$ cat src/rtl/core/fwrc_pkg.sv
package fwrc_pkg;

    localparam int MSG_BYTES_DEF = 108;
    localparam int COUNT_W       = 9;
    localparam int COUNT_MAX     = (1 << COUNT_W) - 1;

    // words at this offset and beyond are neither checked nor captured
    localparam int CHECK_END     = 108;

    localparam int VSIZE_VALUE   = 60;
    localparam int ABI_MAJOR     = 3;

    // word offsets in the message
    localparam int OFF_HEADER    = 0;
    localparam int OFF_COMMAND   = 4;
    localparam int OFF_DSP_OFS   = 8;
    localparam int OFF_HOST_OFS  = 12;
    localparam int OFF_DSP_SIZE  = 16;
    localparam int OFF_HOST_SIZE = 20;
    localparam int OFF_VSIZE     = 24;
    localparam int OFF_VER_LO    = 28;
    localparam int OFF_VER_HI    = 32;
    localparam int OFF_ABI       = 64;
    localparam int OFF_HASH      = 68;
    localparam int OFF_RSVD0_LO  = 72;
    localparam int OFF_RSVD0_HI  = 84;
    localparam int OFF_FLAGS_LO  = 84;
    localparam int OFF_FLAGS_HI  = 88;
    localparam int OFF_RSVD1_LO  = 92;
    localparam int OFF_RSVD1_HI  = 108;

    localparam int ABI_LIMIT_W   = 12;
    localparam int CMD_W         = 32;
    localparam int CFG_INDEX_W   = 2;
    localparam int CFG_DATA_W    = 32;

    localparam logic [CFG_INDEX_W-1:0] CFG_ABI_MINOR_LIMIT  = 2'd0;
    localparam logic [CFG_INDEX_W-1:0] CFG_EXPECTED_COMMAND = 2'd1;

    localparam logic [ABI_LIMIT_W-1:0] ABI_LIMIT_RESET = 12'hfff;
    localparam logic [CMD_W-1:0]       CMD_RESET       = 32'h7000_0000;

    typedef enum logic [2:0] {
        ST_OK    = 3'd0,
        ST_SIZE  = 3'd1,
        ST_CMD   = 3'd2,
        ST_VSIZE = 3'd3,
        ST_ABI   = 3'd4,
        ST_RSVD  = 3'd5
    } status_t;

    typedef struct packed {
        logic [7:0] msg_byte;
        logic       final_byte;
    } in_item_t;

    typedef struct packed {
        logic [2:0]  status;
        logic [15:0] ver_major;
        logic [15:0] ver_minor;
        logic [15:0] ver_micro;
        logic [15:0] ver_build;
        logic [31:0] abi_word;
        logic [31:0] source_hash;
        logic [31:0] dsp_box_offset;
        logic [31:0] host_box_offset;
        logic [31:0] dsp_box_size;
        logic [31:0] host_box_size;
        logic [63:0] flag_bits;
    } out_item_t;

    // byte position at which the word at a given offset completes
    function automatic logic [COUNT_W-1:0] done_pos(input int off);
        return COUNT_W'(off + 3);
    endfunction

endpackage

$ cat src/rtl/core/fwrc_word_check.sv
module fwrc_word_check #(
    parameter int MSG_BYTES = fwrc_pkg::MSG_BYTES_DEF
) (
    input  logic [fwrc_pkg::COUNT_W-1:0]     pos,
    input  logic [31:0]                      word,
    input  logic [fwrc_pkg::ABI_LIMIT_W-1:0] abi_minor_limit,
    input  logic [fwrc_pkg::CMD_W-1:0]       expected_command,
    output fwrc_pkg::status_t                err
);

    logic in_rsvd;

    always_comb begin
        in_rsvd = (pos >= fwrc_pkg::done_pos(fwrc_pkg::OFF_RSVD0_LO) &&
                   pos <  fwrc_pkg::done_pos(fwrc_pkg::OFF_RSVD0_HI)) ||
                  (pos >= fwrc_pkg::done_pos(fwrc_pkg::OFF_RSVD1_LO) &&
                   pos <  fwrc_pkg::done_pos(fwrc_pkg::OFF_RSVD1_HI));
        err = fwrc_pkg::ST_OK;
        if (pos == fwrc_pkg::done_pos(fwrc_pkg::OFF_HEADER)) begin
            if (word != 32'(MSG_BYTES)) err = fwrc_pkg::ST_SIZE;
        end else if (pos == fwrc_pkg::done_pos(fwrc_pkg::OFF_COMMAND)) begin
            if (word != expected_command) err = fwrc_pkg::ST_CMD;
        end else if (pos == fwrc_pkg::done_pos(fwrc_pkg::OFF_VSIZE)) begin
            if (word != 32'(fwrc_pkg::VSIZE_VALUE)) err = fwrc_pkg::ST_VSIZE;
        end else if (pos == fwrc_pkg::done_pos(fwrc_pkg::OFF_ABI)) begin
            if (word[31:24] != 8'(fwrc_pkg::ABI_MAJOR) || word[23:12] > abi_minor_limit)
                err = fwrc_pkg::ST_ABI;
        end else if (in_rsvd) begin
            if (word != 32'd0) err = fwrc_pkg::ST_RSVD;
        end
    end

endmodule

$ cat src/rtl/core/fw_ready_message_checker_core.sv
// Firmware-ready message checker.
// s_ channel: one message byte per request, final_byte set on the last byte.
// m_ channel: one result per message, issued for the request that carries final_byte.
// cfg_ channel: register writes (index 0 ABI minor limit, index 1 expected command);
//   cfg_ready is always high, write only between messages.
// Bytes are assembled into little-endian words; each completed word is checked and
// the first failing check is held. Selected words are captured for the result.
// Throughput: one byte per cycle. Latency: the result is valid in the cycle after the
// final byte is accepted; the byte update and status resolve in one pass of logic
// between the message state registers and the result register.
// Stall: s_ready drops only while a result is held and m_ready is low, so bytes keep
// flowing as long as the result register is empty or being drained.
// Reset: synchronous active-low aresetn clears the byte count, the error code, the
// result valid and restores the configuration registers to their defaults.
// The byte count saturates at 511; a message of the wrong length reports a size error.
module fw_ready_message_checker_core #(
    parameter int MSG_BYTES = fwrc_pkg::MSG_BYTES_DEF
) (
    input  logic                             aclk,
    input  logic                             aresetn,
    input  logic                             s_valid,
    output logic                             s_ready,
    input  fwrc_pkg::in_item_t               s_item,
    output logic                             m_valid,
    input  logic                             m_ready,
    output fwrc_pkg::out_item_t              m_item,
    input  logic                             cfg_valid,
    output logic                             cfg_ready,
    input  logic [fwrc_pkg::CFG_INDEX_W-1:0] cfg_index,
    input  logic [fwrc_pkg::CFG_DATA_W-1:0]  cfg_data
);

    localparam int CW = fwrc_pkg::COUNT_W;

    logic [fwrc_pkg::ABI_LIMIT_W-1:0] abi_limit_reg;
    logic [fwrc_pkg::CMD_W-1:0]       exp_cmd_reg;
    logic [CW-1:0]                    count_reg, count_next;
    logic [31:0]                      word_reg, word_next;
    fwrc_pkg::status_t                ferr_reg, ferr_next, word_err, st;
    logic [15:0]                      ver_reg [4];
    logic [31:0]                      cap_reg [8];
    logic                             m_valid_reg, m_valid_next;
    fwrc_pkg::out_item_t              m_item_reg, m_item_next;
    logic                             accept, word_done;

    assign cfg_ready = 1'b1;
    assign s_ready   = !m_valid_reg || m_ready;
    assign accept    = s_valid && s_ready;
    assign m_valid   = m_valid_reg;
    assign m_item    = m_item_reg;

    fwrc_word_check #(.MSG_BYTES(MSG_BYTES)) u_check (
        .pos              (count_reg),
        .word             (word_next),
        .abi_minor_limit  (abi_limit_reg),
        .expected_command (exp_cmd_reg),
        .err              (word_err)
    );

    always_comb begin
        word_next  = {s_item.msg_byte, word_reg[31:8]};
        word_done  = (count_reg[1:0] == 2'b11) && (count_reg < CW'(fwrc_pkg::CHECK_END));
        ferr_next  = (word_done && ferr_reg == fwrc_pkg::ST_OK) ? word_err : ferr_reg;
        count_next = (count_reg == CW'(fwrc_pkg::COUNT_MAX)) ? count_reg : count_reg + 1'b1;
        st         = (count_next != CW'(MSG_BYTES)) ? fwrc_pkg::ST_SIZE : ferr_next;

        // a new result loads while the old one drains, so valid stays up
        m_valid_next = (accept && s_item.final_byte) || (m_valid_reg && !m_ready);

        // an OK message is at least the checked length, so every capture is already done
        m_item_next = '0;
        m_item_next.status = st;
        if (st == fwrc_pkg::ST_OK) begin
            m_item_next.ver_major       = ver_reg[0];
            m_item_next.ver_minor       = ver_reg[1];
            m_item_next.ver_micro       = ver_reg[2];
            m_item_next.ver_build       = ver_reg[3];
            m_item_next.abi_word        = cap_reg[4];
            m_item_next.source_hash     = cap_reg[5];
            m_item_next.dsp_box_offset  = cap_reg[0];
            m_item_next.host_box_offset = cap_reg[1];
            m_item_next.dsp_box_size    = cap_reg[2];
            m_item_next.host_box_size   = cap_reg[3];
            m_item_next.flag_bits       = {cap_reg[7], cap_reg[6]};
        end
    end

    always_ff @(posedge aclk) begin
        if (!aresetn) begin
            abi_limit_reg <= fwrc_pkg::ABI_LIMIT_RESET;
            exp_cmd_reg   <= fwrc_pkg::CMD_RESET;
        end else if (cfg_valid && cfg_ready) begin
            case (cfg_index)
                fwrc_pkg::CFG_ABI_MINOR_LIMIT:
                    abi_limit_reg <= cfg_data[fwrc_pkg::ABI_LIMIT_W-1:0];
                fwrc_pkg::CFG_EXPECTED_COMMAND:
                    exp_cmd_reg   <= cfg_data[fwrc_pkg::CMD_W-1:0];
                default: ;
            endcase
        end
    end

    always_ff @(posedge aclk) begin
        if (!aresetn) begin
            count_reg   <= '0;
            word_reg    <= '0;
            ferr_reg    <= fwrc_pkg::ST_OK;
            m_valid_reg <= 1'b0;
        end else begin
            m_valid_reg <= m_valid_next;
            if (accept) begin
                if (s_item.final_byte) begin
                    count_reg   <= '0;
                    word_reg    <= '0;
                    ferr_reg    <= fwrc_pkg::ST_OK;
                end else begin
                    count_reg <= count_next;
                    word_reg  <= word_next;
                    ferr_reg  <= ferr_next;
                end
            end
        end
    end

    always_ff @(posedge aclk) begin
        if (accept && s_item.final_byte) m_item_reg <= m_item_next;
        if (accept && word_done) begin
            case (count_reg)
                fwrc_pkg::done_pos(fwrc_pkg::OFF_DSP_OFS):   cap_reg[0] <= word_next;
                fwrc_pkg::done_pos(fwrc_pkg::OFF_HOST_OFS):  cap_reg[1] <= word_next;
                fwrc_pkg::done_pos(fwrc_pkg::OFF_DSP_SIZE):  cap_reg[2] <= word_next;
                fwrc_pkg::done_pos(fwrc_pkg::OFF_HOST_SIZE): cap_reg[3] <= word_next;
                fwrc_pkg::done_pos(fwrc_pkg::OFF_VER_LO): begin
                    ver_reg[0] <= word_next[15:0];
                    ver_reg[1] <= word_next[31:16];
                end
                fwrc_pkg::done_pos(fwrc_pkg::OFF_VER_HI): begin
                    ver_reg[2] <= word_next[15:0];
                    ver_reg[3] <= word_next[31:16];
                end
                fwrc_pkg::done_pos(fwrc_pkg::OFF_ABI):       cap_reg[4] <= word_next;
                fwrc_pkg::done_pos(fwrc_pkg::OFF_HASH):      cap_reg[5] <= word_next;
                fwrc_pkg::done_pos(fwrc_pkg::OFF_FLAGS_LO):  cap_reg[6] <= word_next;
                fwrc_pkg::done_pos(fwrc_pkg::OFF_FLAGS_HI):  cap_reg[7] <= word_next;
                default: ;
            endcase
        end
    end

endmodule

$ cat config.mk
export PLATFORM = sky130hd
export DESIGN_NAME = fw_ready_message_checker_core
export DESIGN_NICKNAME = d
export VERILOG_FILES = /design/src/rtl/core/fwrc_pkg.sv /design/src/rtl/core/fwrc_word_check.sv /design/src/rtl/core/fw_ready_message_checker_core.sv
export SDC_FILE = /design/constraint.sdc
export NUM_CORES = 1
export LEC_CHECK = 0
export ABC_AREA = 1
export BUFFER_PORTS_ARGS = -buffer_cell sky130_fd_sc_hd__buf_2
export CAP_MARGIN = 0
export CORE_ASPECT_RATIO = 1.1
export CORE_MARGIN = 2
export CORE_UTILIZATION = 40
export DETAILED_ROUTE_END_ITERATION = 16
export HOLD_SLACK_MARGIN = 0.12
export PLACE_DENSITY = 0.65
export SLEW_MARGIN = 20
export SYNTH_ARGS = -nofsm -noshare
export SYNTH_HDL_FRONTEND = slang
export SYNTH_SLANG_ARGS = --single-unit
$ cat constraint.sdc
create_clock -name aclk -period 17.5 [get_ports aclk]
set_input_delay 3.5 -clock aclk [delete_from_list [all_inputs] [get_ports aclk]]
set_output_delay 3.5 -clock aclk [all_outputs]
set_load 0.01 [all_outputs]
; ---- Word-level counts from Yosys, hierarchy flattened
; Memory sizes are Yosys's and may differ from the RTL's. A register that Yosys moved wholly into a read port is not among the register bits.
; Index checks and enable logic that the tools add are counted.
[word_totals]
ramBits = 320
mem_count = 2
in_bits = 48
ff_bits = 92
word_cells = 151
out_inout_bits = 326
[mem_list]
columns = name, words, width, rd, rd_clocked_by_memory_dff, write_ports, line_no
row1 = cap_reg, 8, 32, 8, 8, 1, fw_ready_message_checker_core.sv:41  ; logic [31:0] cap_reg [8];
row2 = ver_reg, 4, 16, 4, 4, 2, fw_ready_message_checker_core.sv:40  ; logic [15:0] ver_reg [4];
[classes]
addsub = 1
reduce_logical = 41
order_cmp = 6
n_eq_ne = 21
n_mux = 73
[ops]
columns = op, n
row1 = $mux W32, 8
row2 = $reduce_or A32 Y1, 7
row3 = $mux W3, 17
row4 = $mux W1, 40
row5 = $eq A9 B5 Y1 const B, 4
row6 = $eq A9 B7 Y1 const B, 4
row7 = $mux W16, 2
row8 = $ne A32 B32 Y1, 1
row9 = $ne A32 B6 Y1 const B, 1
row10 = $ne A32 B7 Y1 const B, 1
row11 = $reduce_bool A32 Y1, 1
row12 = $reduce_or A16 Y1, 2
row13 = $lt A9 B7 Y1 const B, 3
row14 = $eq A9 B4 Y1 const B, 2
row15 = $ge A9 B7 Y1 const B, 2
row16 = $mux W9, 2
row17 = $logic_not A1 Y1, 14
row18 = $gt A12 B12 Y1, 1
row19 = $add A9 B1 Y9 const B, 1
row20 = $eq A9 B2 Y1 const B, 1
row21 = $eq A9 B3 Y1 const B, 1
row22 = $eq A9 B6 Y1 const B, 1
row23 = $eq A9 B9 Y1 const B, 1
row24 = $ne A9 B7 Y1 const B, 1
row25 = other kinds (9), 24

; ---- Longest topological paths before layout
; Gate-level depths: netlist of the first run.
[logic_depth]
depth_word = 14
depth_mapped = 18
mapped_depth_nobuf = 16

; ---- Hierarchy
; Synthesis of the first run repeated with hierarchy kept, for this count alone.
[hier_totals]
hier_cells = 2029
area_unflattened_um2 = 29179.2
[by_module_without_submodules]
columns = mod, instances, seq_area_each_um2, area_each_um2, cells_each
row1 = fw_ready_message_checker_core, 1, 20930.1, 27986.8, 1790
row2 = fwrc_word_check, 1, 0.0, 1192.4, 239

; ---- Worst setup path before layout of the first run
; Ideal clock, no wire load.
[synth_timing]
path_type = input -> register
from = in m_ready
to = reg, netlist name m_item[0]
cell_stages = 5
setup_slack_ns = -0.951
t_arrival_ns = 17.435
path_buffers = 1
setup_ns = 1.016
required_ns = 16.484
path_cell_list = inv_1 > nand2_1 > nand2_1 > clkbuf_1 > nor2_1
[synth_between]
elab_chain_len = 3
[synth_lines]
columns = element, line_no
row1 = "start, declared", fw_ready_message_checker_core.sv:25  ; input logic m_ready,
row2 = $logic_or A1 B1 Y1, fw_ready_message_checker_core.sv:47  ; assign s_ready = !m_valid_reg || m_ready;
row3 = via s_ready, fw_ready_message_checker_core.sv:22  ; output logic s_ready,
row4 = $logic_and A1 B1 Y1, fw_ready_message_checker_core.sv:48  ; assign accept = s_valid && s_ready;
row5 = $logic_and A1 B1 Y1, fw_ready_message_checker_core.sv:126  ; if (accept && s_item.final_byte) m_item_reg <= m_item_next;
; The timed path passes the listed nets, and every way through them passes these cells.
; A chain may end at the register's enable or synchronous reset.

; ---- Worst setup path after layout of the first run
[layout_timing]
from = in s_item[4] (netlist bit)
to = reg, netlist name m_item[199]
[layout_between]
elab_chain_len = 11
word_cells_on_any_way = 20
cone_classes = eq/ne (4) / mux (12) / reduce/logical (4)
[layout_lines]
columns = element, line_no
row1 = "start, declared", fw_ready_message_checker_core.sv:23  ; input fwrc_pkg::in_item_t s_item,
row2 = $reduce_bool A32 Y1 / $ne A8 B2 Y1 (equally long branches), "fwrc_word_check.sv:29, fwrc_word_check.sv:26"
row3 = $mux W3 / $logic_or A1 B1 Y1 (equally long branches), "fwrc_word_check.sv:29, fwrc_word_check.sv:26"
row4 = $mux W3 (on tied branches), "fwrc_word_check.sv:28, fwrc_word_check.sv:26"
row5 = $mux W3, fwrc_word_check.sv:25  ; end else if (pos == fwrc_pkg::done_pos(fwrc_pkg::OFF_ABI)) begin
row6 = $mux W3, fwrc_word_check.sv:23  ; end else if (pos == fwrc_pkg::done_pos(fwrc_pkg::OFF_VSIZE)) begin
row7 = $mux W3, fwrc_word_check.sv:21  ; end else if (pos == fwrc_pkg::done_pos(fwrc_pkg::OFF_COMMAND)) begin
row8 = $mux W3 (*), fwrc_word_check.sv:19  ; if (pos == fwrc_pkg::done_pos(fwrc_pkg::OFF_HEADER)) begin
row9 = $mux W3 (*), fw_ready_message_checker_core.sv:63  ; ferr_next = (word_done && ferr_reg == fwrc_pkg::ST_OK) ? word_err : ferr_reg;
row10 = $mux W3 (*), fw_ready_message_checker_core.sv:65  ; st = (count_next != CW'(MSG_BYTES)) ? fwrc_pkg::ST_SIZE : ferr_next;
row11 = $logic_not A3 Y1 (*), fw_ready_message_checker_core.sv:73  ; if (st == fwrc_pkg::ST_OK) begin
row12 = $logic_not A1 Y1 (no source line) (*), n/a
; Mark *: on every way between the ends. The rest lies on a longest branch, timed or not.

==> results.ini, run 1 <==
[outcome]
status = completed

[power_and_ir_drop]
pwr_density_cell_mw_per_mm2 = 106
switching_share_pct = 20.8
total_power_mw = 3.64
ir_drop_uv = 62.3
switchingPower_mw = 0.756
p_leak_nw = 13.1
power.share.combinational_pct = 3.5
internal_power_mw = 2.89
clkPwrFrac_pct = 43.4
seqPwrFrac_pct = 53.1

[global_routing]
grt.total_usage_pct = 19.4
grt_first_pass_wirelength_mm = 106
grt_pass1_vias = 16350
grt_start_max_net_pins = 179
gr-total-overflow = 0
antenna_found_initial = 7

[floorplan]
design.core.area_mm2 = 0.0720
initial_utilization_pct = 40.5
fp.dieArea_mm2 = 0.0752
io_pins = 374
die_height_um = 287
fp-row-count = 103
die_x_um = 262

[sta]
worstMarginPinSlew_ns = 1.13
timing.hold.ws_ns = 0.441
fin_tns_setup_ns = 0
hold_viol = 0
period_minus_slack_ns = 7.82
skew_ns = 0.0278
relSlewSlack_pct = 24.6
fin_ws_ns = 9.68
setup_viol = 0
rsz0062_at_grt = no
finalMaxSlewViolations = 0
period_share_pct = 44.7
max_freq_ghz = 0.128

[synth]
synth-async-reset-ratio_pct = 0
syn_area_mm2 = 0.0292
synth_edf_count = 643
synthesis.nets = 2103
ys_types = 31
yosys.area.top_type_share_pct = 66.1
synth.largest_area_cell = edfxtp_1
synth_seq_area_share_pct = 71.7
yosys-top-cells-count = edfxtp_1 (643), inv_1 (426), nor2_4 (304)
synth.most_common_cell = edfxtp_1
syn_avg_cell_area_um2 = 14.3
ys.flop_type = edfxtp_1
synthCells = 2042
ys_ff_latch = 724
synth_warnings = 0
synth.area.top_cells = edfxtp_1 (66%), nor2_4 (12%), dfxtp_1 (5.6%)

[route]
drt_iter0_markers = 1338
vias_per_cell = 4.63
postRouteAntennaNets = 0
wl_per_cell_um = 21.0
drt_wl_total_mm = 72.7
drt_pass1_iterations = 7
vias = 16079
drc = 0

[finish]
seq_area_mm2 = 0.0209
drive_gt1_share_pct = 33.7
syn2layout_area_growth_pct = 17.5
largest_reg_flops = 323
fillerInstances = 6234
fin_nets = 2534
multi_input_area_mm2 = 0.00596

[setup_path]
worstPathRequired_ns = 17.81
worst_r2r_endpoint = m_item[199]
worstSetupEndpointType = flop
crit_type = input pin to flop
worstPathArrival_ns = 8.13
worstReg2RegStart = word_reg[30]
path_max_fanout = 55
rr_worst_depth = 15
r2r_slack_ns = 11.61
start_kind = input pin

[placement]
io_buffers = 372
gp_congestion = 0.915
dp_slack_ns = 9.05
place_hpwl_mm = 47.2

[cts]
ctsHtreeMaxLevel = 3
cts_buffers = 76
insertion_delay_ns = 0.61
clock_path_buffers = 3
ctsHoldBuffers = 0
path_clk_slew_ns = 0.05
cts_tree = done
clockRootBuffer = clkbuf_16
cts_setup_buffers = 0
cts-resized-gates = 0
cts.sink_count = 724

[min_path]
min-delay-start = word_reg[31]
hold_path_class = flop to flop
min_path_cells = 0
hold_path_end = ver_reg[1][7]

[job]
maxCapViolCount = 0

[worst max path at each step]
stage               startpoint     endpoint  cells after the start
floorplan              m_ready    m_item[0]                      5
global placement     s_item[3]  m_item[280]                     17
detailed placement   s_item[4]  m_item[199]                     17
CTS                  s_item[4]  m_item[171]                     17
global route         s_item[4]    m_item[0]                     17
finish               s_item[4]  m_item[199]                     17
[per-stage QoR]
step	utilization [%]	std cells	instance area [um2]
floorplan	-	2042	29200
global placement	44.2	3339	31900
detailed placement	44.3	3340	31900
CTS	47.6	3468	34300
global route	47.6	3471	34300
finish	47.6	3471	34300
[critical path, stage by stage]
cell and delay (ns):
buf_2 0.36, inv_1 0.12, nand2_1 0.10, nor2_1 0.05
nand2_1 0.06, nor2_1 0.04, nand2_1 0.06, nand3_1 0.10
nand2_1 0.07, nand3_1 0.11, nand2_1 0.09, nor2_2 0.07
nand2_8 0.63, buf_4 0.97, buf_4 0.92, buf_4 0.74
nor2_4 0.03
[power by group through the flow]
stage | sequential, mW | combinational [mW] | clock (mW)
6_report | 1.93 | 0.127 | 1.58
5_1_grt | 1.94 | 0.139 | 1.69
4_1_cts | 1.93 | 0.129 | 1.62
3_5_place_dp | 1.97 | 0.128 | 0
3_3_place_gp | 1.97 | 0.127 | 0
2_1_floorplan | 1.99 | 0.0382 | 0
[cell usage in the layout (no fill, tap or decap), types with 6 or more instances in the layout]
cell type and count:
edfxtp_1 643, inv_1 426, buf_2 372, nor2_4 310
nand2_1 219, nor2_1 93, dfxtp_1 80, clkbuf_16 79
a21oi_1 61, o21ai_0 50, buf_4 39, nand3_1 23
clkbuf_1 14, o211ai_1 13, ha_1 13, nand4_1 11
clkinv_1 11, clkinv_2 7, bufinv_16 7, nor2_2 6
[routing by layer]
metal	up-vias	share of wire (%)	GRT usage (%)
li1	7457	-	-
met1	7964	40	24.1
met2	544	52	34.1
met3	112	5.7	3.40
met4	2	2.8	6.75
met5	-	0.018	0
[layout make-up]
class / instances / share of cell area (%)
Antenna cell: 3 / 0.0219
Clock buffer: 95 / 5.99
Clock inverter: 33 / 1.05
Inverter: 430 / 4.70
Multi-Input combinational cell: 828 / 17.4
Sequential cell: 724 / 61.0
Tap cell: 945 / 3.45
Timing Repair Buffer: 413 / 6.42
[cells by family (layout without fill, tap and decap cells)]
family                   after synthesis  in the layout  share of synthesized area [%]
buffers and inverters                490            971                           8.19
adder cells (fa/ha/maj)               13             13                          0.557
flip-flops                           724            724                           71.7
AO/OA/AOI/OAI                        128            128                           2.35
XOR/XNOR                               6              6                          0.180
other                                  1              4                         0.0128
AND/OR/NAND/NOR                      680            680                           17.0
Note: power is estimated with default switching activity, not from simulation.
==> run 2: changes to the inputs <==
==> constraint.sdc (replaced) <==
create_clock -name aclk -period 6.8 [get_ports aclk]
set_input_delay 1.36 -clock aclk [delete_from_list [all_inputs] [get_ports aclk]]
set_output_delay 1.36 -clock aclk [all_outputs]
set_load 0.01 [all_outputs]
==> run 2 against run 1 <==
Via count about the same. Critical path depth decreased by 2. Sequential power increased to 2.6 times the previous value. Non-clock buffer count is 1 higher. Highest routed layer unchanged. Clock power rose to 2.6 times the previous value. Largest power group unchanged. Die area unchanged. First-iteration DRC count is 8.9% higher. Worst setup slack got worse by 6.8 ns. Power increased to 2.6 times the previous value. Global-route usage down 0.31 points. Largest cell class unchanged.
==> results.ini, run 2 (synthesized netlist as in run 1, its figures left out) <==
[outcome]
status = completed

[floorplan]
design.core.area_mm2 = 0.0720  ; unchanged
die_x_um = 262  ; unchanged
fp.dieArea_mm2 = 0.0752  ; unchanged
fp-row-count = 103  ; unchanged
die_height_um = 287  ; unchanged
initial_utilization_pct = 40.5  ; unchanged
io_pins = 374  ; unchanged

[setup_path]
start_kind = input pin
path_cells = buf_2 > inv_1 > nand2_1 > nor2_1 > nand2_1 > nor2_1 > nand2_1 > nand3_1 > nand2_1 > nand3_1 > nand2_1 > nor2_2 > nand2_8 > buf_4 > nor2_4
worstPathArrival_ns = 4.25  ; -3.88 ns
worstPathRequired_ns = 7.13  ; -10.68 ns
cp_num_buf_inv = 3  ; -2
worstSetupEndpointType = flop
r2r_slack_ns = 2.95  ; -8.66 ns
path_max_fanout = 61  ; +11%
rr_worst_depth = 14  ; -1
worst_r2r_endpoint = m_item[275]
path_delay_family = simple AND/OR/NAND/NOR gates
slowest_stage = buf_4
worst_path_largest_cell_delay_ns = 0.79  ; -0.18 ns
worstReg2RegStart = word_reg[10]
crit_path_frequent_cell = nand2_1
crit_type = input pin to flop

[finish]
syn2layout_area_growth_pct = 18.2
final_common_cell = edfxtp_1
mostFrequentLayoutCells = edfxtp_1 (643), inv_1 (425), buf_2 (372), nor2_4 (310), nand2_1 (217)
fin_nets = 2535  ; +0.039%
fillerInstances = 6194  ; -0.64%
drive_gt1_share_pct = 34.1  ; +0.50 points
largest_reg_flops = 323  ; unchanged
finish.utilization_pct = 47.9  ; +0.26 points

[placement]
io_buffers = 372  ; unchanged
gp_congestion = 0.880  ; -3.8%
place_hpwl_mm = 46.0  ; -2.6%
dp_slack_ns = 2.21  ; -6.84 ns

[cts]
cts_setup_buffers = 0  ; unchanged
cts-resized-gates = 0  ; unchanged
cts.sink_count = 724  ; unchanged
clock_path_buffers = 3  ; unchanged
cts_buffers = 76  ; unchanged
ctsHtreeMaxLevel = 3  ; unchanged
path_clk_slew_ns = 0.06  ; about the same
insertion_delay_ns = 0.61  ; about the same
ctsHoldBuffers = 0  ; unchanged
cts_tree = done
clockRootBuffer = clkbuf_16

[route]
vias = 16064  ; -0.093%
drc = 0  ; unchanged
vias_per_cell = 4.61  ; -0.38%
drt_pass1_iterations = 5  ; -2
postRouteAntennaNets = 0  ; unchanged
drt_iter0_markers = 1457  ; +8.9%
wl_per_cell_um = 20.6  ; -1.8%
drt_wl_total_mm = 71.7  ; -1.5%

[sta]
finalMaxSlewViolations = 0  ; unchanged
max_freq_ghz = 0.255
hold_viol = 0  ; unchanged
timing.hold.ws_ns = 0.470  ; +0.0287 ns
fin_ws_ns = 2.89  ; -6.79 ns
rsz0062_at_grt = no
period_minus_slack_ns = 3.91
relSlewSlack_pct = 23.7  ; -0.91 points
period_share_pct = 57.6
worstMarginPinSlew_ns = 1.14  ; +0.0136 ns
skew_ns = 0.0153  ; -0.0125 ns
fin_tns_setup_ns = 0  ; unchanged
setup_viol = 0  ; unchanged

[global_routing]
gr-total-overflow = 0  ; unchanged
grt_pass1_vias = 16057  ; -1.8%
grt_first_pass_wirelength_mm = 103  ; -2.2%
grt.total_usage_pct = 19.1  ; -0.31 points
antenna_found_initial = 5  ; -2
grt_start_max_net_pins = 131  ; -27%

[min_path]
min-delay-start = word_reg[24]
min_path_cells = 0  ; unchanged
hold_path_end = cap_reg[0][16]
hold_path_class = flop to flop

[power_and_ir_drop]
total_power_mw = 9.45  ; +160%
pwr_density_cell_mw_per_mm2 = 274  ; +160%
p_leak_nw = 13.1  ; +0.37%
ir_drop_uv = 151  ; +140%

[job]
maxCapViolCount = 0  ; unchanged

==> run 2: changes by cell type in the layout (fill, tap and decap cells not counted), moves of 3 or more <==
| cell | delta |
|---|---|
| clkbuf_1 | -5 |
| buf_12 | +4 |
| clkinv_1 | +4 |
| clkinv_2 | +4 |
| buf_4 | -3 |
| dfxtp_1 | -3 |
| dfxtp_2 | +3 |
==> run 2: cell type report <==
class | count | area (um2) | area share (%)
Sequential cell | 724 | 20900 | 60.7
Multi-Input combinational cell | 828 | 5990 | 17.4
Timing Repair Buffer | 414 | 2260 | 6.55
Clock buffer | 92 | 2070 | 5.99
Inverter | 430 | 1630 | 4.71
Tap cell | 945 | 1180 | 3.43
Clock inverter | 45 | 435 | 1.26
Antenna cell | 3 | 7.51 | 0.0218
==> run 2: worst max-delay path by stage <==
stage,slack [ns],endpoint,startpoint,cells past startpoint
floorplan,-0.06,m_item[0],m_ready,5
global placement,2.24,m_item[307],s_item[5],15
detailed placement,2.21,m_item[275],s_item[3],15
CTS,2.74,m_item[275],word_reg[12],14
global route,2.67,m_item[275],s_item[4],15
finish,2.89,m_item[275],s_item[3],15
==> run 2: stage by stage <==
| step | cells | cell area [um2] |
|---|---|---|
| after floorplan | 2042 | 29300 |
| after global placement | 3340 | 32000 |
| after detailed placement | 3341 | 32000 |
| after CTS | 3478 | 34500 |
| after global routing | 3481 | 34500 |
| final | 3481 | 34500 |
==> run 2: routing by layer <==
| layer | wire (um) | track usage [%] | up-vias |
|---|---|---|---|
| met5 | 11 | 0 | - |
| met4 | 2460 | 7.40 | 2 |
| met2 | 36800 | 33.3 | 545 |
| met1 | 28700 | 23.7 | 7921 |
| met3 | 3760 | 3.16 | 127 |
| li1 | - | - | 7469 |
==> run 2: power breakdown <==
| group | internal [mW] | switching (mW) | total, mW |
|---|---|---|---|
| clock | 2.44 | 1.70 | 4.14 |
| sequential | 4.92 | 0.0536 | 4.97 |
| combinational | 0.102 | 0.228 | 0.330 |
| total | 7.46 | 1.98 | 9.45 |
==> run 2: worst register-to-register path: cells and delay by family (launching register included) <==
family / cells / cell delay (ns)
buffers and inverters: 2 / 1.01
DFF: 1 / 1.01
and+or+nand+nor: 12 / 1.55
